$ cat src/hdl/qtg_pkg.sv
// types, codes and melody table for the queued tone generator
package qtg_pkg;

  typedef enum logic [1:0] {
    ACT_BEEP  = 2'd0,
    ACT_EVENT = 2'd1,
    ACT_TICK  = 2'd2,
    ACT_NONE  = 2'd3
  } action_e;

  typedef enum logic [1:0] {
    PLAY_IDLE = 2'd0,
    PLAY_TONE = 2'd1,
    PLAY_REST = 2'd2
  } play_e;

  typedef enum logic [2:0] {
    S_IDLE,
    S_MEL,
    S_POP,
    S_DIV,
    S_OUT
  } state_e;

  localparam logic [2:0] EV_BOOT  = 3'd0;
  localparam logic [2:0] EV_RUN   = 3'd1;
  localparam logic [2:0] EV_STOP  = 3'd2;
  localparam logic [2:0] EV_CAL   = 3'd3;
  localparam logic [2:0] EV_ERROR = 3'd4;

  localparam int unsigned FREQ_W = 16;
  localparam int unsigned DUR_W  = 16;
  localparam int unsigned ENTRY_W = FREQ_W + DUR_W;
  localparam int unsigned LOST_W = 4;
  localparam int unsigned HP_W   = 19;
  localparam int unsigned PH_W   = 20;
  localparam int unsigned DEN_W  = FREQ_W + 1;

  localparam logic [PH_W-1:0] TONE_CLOCK = 20'd1000000;
  localparam logic [HP_W-1:0] MIN_HALF   = 19'd50;
  localparam logic [4:0]      DIV_STEPS  = 5'd20;

  localparam int unsigned MEL_ENTRIES = 28;

  localparam logic [ENTRY_W-1:0] MEL_ROM [MEL_ENTRIES] = '{
    // boot
    {16'd1047, 16'd55}, {16'd0, 16'd25}, {16'd1319, 16'd55}, {16'd0, 16'd25},
    {16'd1568, 16'd75}, {16'd0, 16'd25},
    // run start
    {16'd784, 16'd55}, {16'd0, 16'd25}, {16'd1047, 16'd70}, {16'd0, 16'd25},
    // stop
    {16'd1319, 16'd45}, {16'd0, 16'd25}, {16'd1047, 16'd75}, {16'd0, 16'd25},
    // calibration done
    {16'd1047, 16'd45}, {16'd0, 16'd25}, {16'd1319, 16'd45}, {16'd0, 16'd25},
    {16'd1568, 16'd45}, {16'd0, 16'd25}, {16'd2093, 16'd90}, {16'd0, 16'd25},
    // error
    {16'd392, 16'd130}, {16'd0, 16'd25}, {16'd0, 16'd90},
    {16'd392, 16'd130}, {16'd0, 16'd25}, {16'd0, 16'd90}
  };

  localparam logic [4:0] MEL_START [5] = '{5'd0, 5'd6, 5'd10, 5'd14, 5'd22};
  localparam logic [3:0] MEL_LEN   [5] = '{4'd6, 4'd4, 4'd4, 4'd8, 4'd6};

endpackage

$ cat src/hdl/queued_tone_generator.sv
// queued tone generator top level: command queue, melody loader and tone timer
//
// Input channel (in_valid_i / in_stall_o) carries one item: a beep command,
// an event melody request or a one microsecond tick. Each accepted item
// yields exactly one result on the output channel (out_valid_o /
// out_stall_i): pin level, busy flag, queue level and drop count.
// Items are handled one at a time in a small sequencer around the command
// queue memory (one write port, one registered read port).
// Path from accept to result valid: a beep, or a tick while playing or with
// an empty queue, goes straight to S_OUT; a melody request first passes
// S_MEL, which queues its notes; a tick that pops a command passes S_POP
// and, when a tone starts, the bit-serial half-period divider in S_DIV.
// The next item is accepted as soon as the sequencer is back in idle, even
// while the previous result still waits in the output register; a stalled
// receiver holds that result and, once a new one is ready, the sequencer.
// Reset clears queue pointers, timer and pin, and leaves the block disabled.
// Write cfg_enable_i through the cfg channel (always ready) while idle.
module queued_tone_generator
  import qtg_pkg::*;
#(
  parameter int unsigned QUEUE_DEPTH  = 24,
  parameter int unsigned TICKS_PER_MS = 1000
) (
  input  logic                clk_i,
  input  logic                rst_ni,
  input  logic                cfg_valid_i,
  output logic                cfg_ready_o,
  input  logic                cfg_enable_i,
  input  logic                in_valid_i,
  output logic                in_stall_o,
  input  logic [1:0]          action_i,
  input  logic [FREQ_W-1:0]   freq_hz_i,
  input  logic [DUR_W-1:0]    duration_ms_i,
  input  logic [2:0]          event_code_i,
  output logic                out_valid_o,
  input  logic                out_stall_i,
  output logic                pin_level_o,
  output logic                busy_res_o,
  output logic [4:0]          queue_count_o,
  output logic [LOST_W-1:0]   dropped_o
);

  localparam int unsigned PTR_W = (QUEUE_DEPTH > 1) ? $clog2(QUEUE_DEPTH) : 1;
  localparam int unsigned LVL_W = $clog2(QUEUE_DEPTH + 1);
  localparam longint unsigned MAX_US =
      64'd65535 * longint'(TICKS_PER_MS) + 64'd1000000;
  localparam int unsigned CNT_W = $clog2(MAX_US + 1);

  localparam logic [PTR_W-1:0] LAST_PTR = PTR_W'(QUEUE_DEPTH - 1);
  localparam logic [LVL_W-1:0] FULL_LVL = LVL_W'(QUEUE_DEPTH);

  logic [ENTRY_W-1:0] mem [QUEUE_DEPTH];
  logic [ENTRY_W-1:0] rdata_q;

  state_e             state_q, state_d;
  logic               enable_q;
  logic [PTR_W-1:0]   head_q, head_d, tail_q, tail_d;
  logic [LVL_W-1:0]   level_q, level_d;
  logic [HP_W-1:0]    hp_q, hp_d;
  logic [PH_W-1:0]    phase_q, phase_d;
  logic [CNT_W-1:0]   elapsed_q, elapsed_d, target_q, target_d;
  play_e              play_q, play_d;
  logic               pin_q, pin_d;
  logic [LOST_W-1:0]  lost_q, lost_d;
  logic [4:0]         idx_q, idx_d;
  logic [3:0]         rem_q, rem_d;
  logic [DEN_W-1:0]   div_rem_q, div_rem_d, div_den_q, div_den_d;
  logic [PH_W-1:0]    div_quo_q, div_quo_d;
  logic [4:0]         div_cnt_q, div_cnt_d;
  logic               out_valid_q;

  logic               wr_en, rd_en;
  logic [ENTRY_W-1:0] wdata;
  logic               full;
  logic               in_acc;
  logic               load_out;

  logic [CNT_W-1:0]   elapsed_inc;
  logic [PH_W-1:0]    phase_inc;
  logic               time_up;
  logic [DEN_W:0]     trial;
  logic [FREQ_W-1:0]  rd_freq;
  logic [DUR_W-1:0]   rd_dur;
  logic [HP_W-1:0]    quo_hp;

  assign cfg_ready_o = 1'b1;
  assign in_stall_o  = (state_q != S_IDLE);
  assign in_acc      = in_valid_i && !in_stall_o;
  assign full        = (level_q == FULL_LVL);
  assign out_valid_o = out_valid_q;
  assign load_out    = (state_q == S_OUT) && (!out_valid_q || !out_stall_i);

  assign elapsed_inc = elapsed_q + CNT_W'(1);
  assign phase_inc   = phase_q + PH_W'(1);
  assign time_up     = (elapsed_inc >= target_q);
  assign rd_freq     = rdata_q[ENTRY_W-1:DUR_W];
  assign rd_dur      = rdata_q[DUR_W-1:0];
  assign trial       = {div_rem_q, div_quo_q[PH_W-1]};

  always_comb begin
    state_d   = state_q;
    head_d    = head_q;
    tail_d    = tail_q;
    level_d   = level_q;
    hp_d      = hp_q;
    phase_d   = phase_q;
    elapsed_d = elapsed_q;
    target_d  = target_q;
    play_d    = play_q;
    pin_d     = pin_q;
    lost_d    = lost_q;
    idx_d     = idx_q;
    rem_d     = rem_q;
    div_rem_d = div_rem_q;
    div_den_d = div_den_q;
    div_quo_d = div_quo_q;
    div_cnt_d = div_cnt_q;
    wr_en     = 1'b0;
    rd_en     = 1'b0;
    wdata     = {freq_hz_i, duration_ms_i};
    quo_hp    = '0;

    case (state_q)
      S_IDLE: begin
        if (in_acc) begin
          lost_d  = '0;
          state_d = S_OUT;
          if (enable_q) begin
            case (action_i)
              ACT_BEEP: begin
                if (full) begin
                  lost_d = LOST_W'(1);
                end else begin
                  wr_en   = 1'b1;
                  tail_d  = (tail_q == LAST_PTR) ? '0 : tail_q + PTR_W'(1);
                  level_d = level_q + LVL_W'(1);
                end
              end
              ACT_EVENT: begin
                if (event_code_i inside {[EV_BOOT:EV_ERROR]}) begin
                  idx_d   = MEL_START[event_code_i];
                  rem_d   = MEL_LEN[event_code_i];
                  state_d = S_MEL;
                end
              end
              ACT_TICK: begin
                case (play_q)
                  PLAY_IDLE: begin
                    if (level_q != '0) begin
                      rd_en   = 1'b1;
                      head_d  = (head_q == LAST_PTR) ? '0 : head_q + PTR_W'(1);
                      level_d = level_q - LVL_W'(1);
                      state_d = S_POP;
                    end
                  end
                  PLAY_REST: begin
                    elapsed_d = elapsed_inc;
                    pin_d     = 1'b0;
                    if (time_up) play_d = PLAY_IDLE;
                  end
                  PLAY_TONE: begin
                    elapsed_d = elapsed_inc;
                    phase_d   = phase_inc;
                    if (phase_inc == PH_W'(hp_q)) begin
                      pin_d = 1'b0;
                    end else if (phase_inc >= {hp_q, 1'b0}) begin
                      if (time_up) begin
                        play_d = PLAY_IDLE;
                        pin_d  = 1'b0;
                      end else begin
                        phase_d = '0;
                        pin_d   = 1'b1;
                      end
                    end
                  end
                  default: ;
                endcase
              end
              default: ;
            endcase
          end
        end
      end
      S_MEL: begin
        wdata = MEL_ROM[idx_q];
        if (full) begin
          lost_d = lost_q + LOST_W'(1);
        end else begin
          wr_en   = 1'b1;
          tail_d  = (tail_q == LAST_PTR) ? '0 : tail_q + PTR_W'(1);
          level_d = level_q + LVL_W'(1);
        end
        idx_d = idx_q + 5'd1;
        rem_d = rem_q - 4'd1;
        if (rem_q == 4'd1) state_d = S_OUT;
      end
      S_POP: begin
        state_d = S_OUT;
        // zero duration is skipped and leaves the block idle
        if (rd_dur != '0) begin
          elapsed_d = '0;
          target_d  = CNT_W'(rd_dur) * CNT_W'(TICKS_PER_MS);
          if (rd_freq == '0) begin
            play_d = PLAY_REST;
            pin_d  = 1'b0;
          end else begin
            div_den_d = {rd_freq, 1'b0};
            div_rem_d = '0;
            div_quo_d = TONE_CLOCK;
            div_cnt_d = '0;
            state_d   = S_DIV;
          end
        end
      end
      S_DIV: begin
        // restoring division, one quotient bit per cycle
        if (trial >= {1'b0, div_den_q}) begin
          div_rem_d = DEN_W'(trial - {1'b0, div_den_q});
          div_quo_d = {div_quo_q[PH_W-2:0], 1'b1};
        end else begin
          div_rem_d = trial[DEN_W-1:0];
          div_quo_d = {div_quo_q[PH_W-2:0], 1'b0};
        end
        div_cnt_d = div_cnt_q + 5'd1;
        if (div_cnt_q == DIV_STEPS - 5'd1) begin
          quo_hp  = div_quo_d[HP_W-1:0];
          hp_d    = (quo_hp < MIN_HALF) ? MIN_HALF : quo_hp;
          phase_d = '0;
          play_d  = PLAY_TONE;
          pin_d   = 1'b1;
          state_d = S_OUT;
        end
      end
      S_OUT: begin
        if (load_out) state_d = S_IDLE;
      end
      default: state_d = S_IDLE;
    endcase
  end

  always_ff @(posedge clk_i or negedge rst_ni) begin
    if (!rst_ni) begin
      state_q     <= S_IDLE;
      enable_q    <= 1'b0;
      head_q      <= '0;
      tail_q      <= '0;
      level_q     <= '0;
      hp_q        <= '0;
      phase_q     <= '0;
      elapsed_q   <= '0;
      target_q    <= '0;
      play_q      <= PLAY_IDLE;
      pin_q       <= 1'b0;
      lost_q      <= '0;
      idx_q       <= '0;
      rem_q       <= '0;
      div_cnt_q   <= '0;
      out_valid_q <= 1'b0;
    end else begin
      state_q   <= state_d;
      if (cfg_valid_i && cfg_ready_o) enable_q <= cfg_enable_i;
      head_q    <= head_d;
      tail_q    <= tail_d;
      level_q   <= level_d;
      hp_q      <= hp_d;
      phase_q   <= phase_d;
      elapsed_q <= elapsed_d;
      target_q  <= target_d;
      play_q    <= play_d;
      pin_q     <= pin_d;
      lost_q    <= lost_d;
      idx_q     <= idx_d;
      rem_q     <= rem_d;
      div_cnt_q <= div_cnt_d;
      if (load_out) begin
        out_valid_q <= 1'b1;
      end else if (!out_stall_i) begin
        out_valid_q <= 1'b0;
      end
    end
  end

  // divider datapath and result payload
  always_ff @(posedge clk_i) begin
    div_rem_q <= div_rem_d;
    div_den_q <= div_den_d;
    div_quo_q <= div_quo_d;
    if (load_out) begin
      pin_level_o   <= pin_q & enable_q;
      busy_res_o    <= (play_q != PLAY_IDLE);
      queue_count_o <= 5'(level_q);
      dropped_o     <= lost_q;
    end
  end

  // command queue memory
  always_ff @(posedge clk_i) begin
    if (wr_en) mem[tail_q] <= wdata;
    if (rd_en) rdata_q <= mem[head_q];
  end

endmodule
$ cat config.mk
export PLATFORM = sky130hd
export DESIGN_NAME = queued_tone_generator
export DESIGN_NICKNAME = d
export VERILOG_FILES = /design/src/hdl/qtg_pkg.sv /design/src/hdl/queued_tone_generator.sv
export SDC_FILE = /design/constraint.sdc
export NUM_CORES = 1
export LEC_CHECK = 0
export BUFFER_PORTS_ARGS = -buffer_cell sky130_fd_sc_hd__buf_2
export CORE_MARGIN = 4
export CORE_UTILIZATION = 60
export DETAILED_ROUTE_END_ITERATION = 16
export GPL_TIMING_DRIVEN = 0
export PLACE_DENSITY = 0.84
export SYNTH_ARGS = -nofsm -noshare
export SYNTH_HDL_FRONTEND = slang
export SYNTH_SLANG_ARGS = --single-unit
$ cat constraint.sdc
create_clock -name clk_i -period 6.3 [get_ports clk_i]
set_input_delay 0.63 -clock clk_i [delete_from_list [all_inputs] [get_ports clk_i]]
set_output_delay 0.63 -clock clk_i [all_outputs]
set_load 0.01 [all_outputs]
==> flow_summary.yaml <==
clock_tree:
  clk_latency_ps: 700
  cts_max_path_buffers: 3
  clk_pin_slew_ps: 60
  cts_sinks: 993
  tritoncts: "built"
  ctsResizeCount: 0
  numCtsBuffers: 96
  cts_hold_buf: 1
  cts_setup_buffers: 0
  h-tree-depth: 3
  clockRootBuffer: "clkbuf_16"
floorplan:
  fp.dieW_um: 282.8
  coreArea_mm2: 0.07470
  num_rows: 100
  dieArea_mm2: 0.07997
  initial_utilization_pct: 60.65
  io_pins: 57
  die_height_um: 282.8
timing:
  slew_headroom_pct: 10.89
  finalSetupViolations: 0
  rsz0062_at_grt: "no"
  slew_violations: 0
  hold_viol_final: 0
  worstMarginPinSlew_ps: 1337
  clock_skew_ps: 48.37
  min_period_over_period_pct: 87.14
  hold-worst-slack_ps: 216.8
  layout_min_cycle_time_ps: 5490
  fmax_ghz: 0.1821
  final.setup.tns_ps: 0
yosys:
  synth.area.top_cells: "edfxtp_1 57%, mux4_2 11%, dfrtp_1 7.1%"
  netlist_instances: 2889
  yosys_warnings: 0
  synth_seq_cells: 993
  synthArstFlopShare_pct: 12.99
  synth-seq-area-share_pct: 64.39
  synth_fp_nets: 3134
  synth_flop_cell: "edfxtp_1"
  syn_area_mm2: 0.04530
  synth_edf_count: 864
  synth_top_cell_area_share_pct: 57.27
  syn_area_per_cell_um2: 15.68
  synth.distinct_cells: 89
  synth_top_cell_by_area: "edfxtp_1"
drt:
  drc: 0
  dr.pass1.iters: 6
  drt-wirelength-per-cell_um: 31.38
  viasPerCell: 6.870
  via_count: 28370
  totalWireLength_mm: 129.6
  drtIter0Drc: 4173
  antenna_left: 0
power_and_ir_drop:
  ir_drop_uv: 262.5
  p_leak_nw: 17.88
  power_density_mw_per_mm2: 283.9
place:
  dpl.hpwl_mm: 78.97
  postPlaceCellArea_mm2: 0.04780
  gp_congestion: 0.8585
  placedCellCount: 3949
  numPortBuffers: 54
hold_path:
  min_to: "enable_q"
  hp-start: "cfg_enable_i"
  min_path_type: "input pin to register"
  hold_depth: 2
cells_and_area:
  final_nets: 3324
  fin_util_pct: 68.13
  final_cell_mix: "864 x edfxtp_1, 224 x mux4_2, 181 x inv_1"
  design_area_mm2: 0.05089
  syn_to_final_growth_pct: 12.33
  final_common_cell: "edfxtp_1"
  fill_cells: 4435
  drive_gt1_share_pct: 17.75
  final_cell_count_no_fill: 4130
setup_path:
  critPathMaxFanout: 5
  reg2reg_to: "target_q[24]"
  timing.rr.start: "rdata_q[0]"
  r2r_setup_slack_ps: 810
  endpoint_kind: "register"
  rr_worst_depth: 16
  path_class: "register to register"
  worstSetupStartpointType: "register"
  cp.arrival_ps: 6030
  cp.required_ps: 6840
global_routing:
  overflow: 0
  grt_max_degree: 100
  grt_pass1_vias: 29330
  grt_usage_pct: 33.00
  antenna_found_initial: 6
  grt_pass1_wl_mm: 192.0
job:
  cap_violations: 0
run_status:
  status: "finished, final reports clean"
## where the power goes
group / switching, W / internal [W]
Combinational: 0.000839 / 0.000338
Clock: 0.00261 / 0.00315
Sequential: 0.000125 / 0.00739
## stage by stage
stage	total power (W)	setup slack, ps
after floorplan	0.008288	1592
after global placement	0.008610	292.1
after detailed placement	0.008760	936.7
after CTS	0.01439	870.4
after global routing	0.01485	489.1
final	0.01445	810.0
## flip-flops by register name, indices dropped and copies added (netlist names), 16 cells and up
register and flops:
elapsed_q 26, div_den_q 16, hp_q 19, target_q 23, rdata_q 32, div_rem_q 17, mem 768, phase_q 20
div_quo_q 20
## logic make-up (layout without fill, tap and decap cells)
group	count (synthesis)	after routing	synth area share, %
AO/OA/AOI/OAI	393	393	5.438
XOR/XNOR	91	91	1.850
adder cells (fa/ha/maj)	202	202	6.490
buffers and inverters	320	591	2.900
flip-flops	993	993	64.39
multiplexers	280	280	12.39
other	1	2	0.008277
AND/OR/NAND/NOR	609	609	6.526
## per-layer routing
metal / GRT usage (%) / wire (um) / part of all wire (%)
met5: 0 / 0 / 0
met4: 16.08 / 7702 / 5.9
met3: 8.663 / 14790 / 11
met2: 55.04 / 64050 / 49
met1: 40.63 / 43060 / 33
## cell usage after synthesis, drive strengths merged (23+ instances only)
cell type	count
a21o	30
inv	182
buf	40
a22o	23
nand4	34
a21oi	111
nand3	42
o21ai	118
and2	26
nand2	162
fa	55
mux2i	48
edfxtp	864
xnor2	55
ha	147
nor3	40
nor2	193
mux4	224
dfrtp	129
clkbuf	97
and3	25
xor2	33
## area by class of cell
cell class / count / area (um2) / area share (%)
Sequential cell: 993 / 29170 / 57.32
Multi-Input combinational cell: 1576 / 15060 / 29.60
Clock buffer: 135 / 2631 / 5.170
Tap cell: 969 / 1212 / 2.382
Timing Repair Buffer: 92 / 1047 / 2.058
Inverter: 183 / 686.9 / 1.350
Buffer: 137 / 629.4 / 1.237
Clock inverter: 44 / 445.4 / 0.8752
Antenna cell: 1 / 2.502 / 0.004917
## critical path, cell delays in order (launching register included)
cell	delay, ps
edfxtp_1	530
fa_1	590
fa_1	520
inv_1	60
fa_1	490
fa_1	530
inv_1	50
ha_1	270
inv_1	90
o21ai_0	300
a2111oi_0	160
nor3_1	390
a41oi_1	270
a2111oi_0	650
o31ai_1	180
xor2_1	190
o21ai_0	90
## worst max path at each step
stage | endpoint | slack (ps) | start | depth (start not counted)
after floorplan | target_q[24] | 1590 | rdata_q[0] | 16
after global placement | mem[15][17] | 290 | action_i[0] | 7
after detailed placement | target_q[24] | 940 | rdata_q[0] | 16
after CTS | target_q[24] | 870 | rdata_q[0] | 16
after global routing | target_q[24] | 490 | rdata_q[0] | 16
final | target_q[24] | 810 | rdata_q[0] | 16
Power figures use the tool's default switching activity.
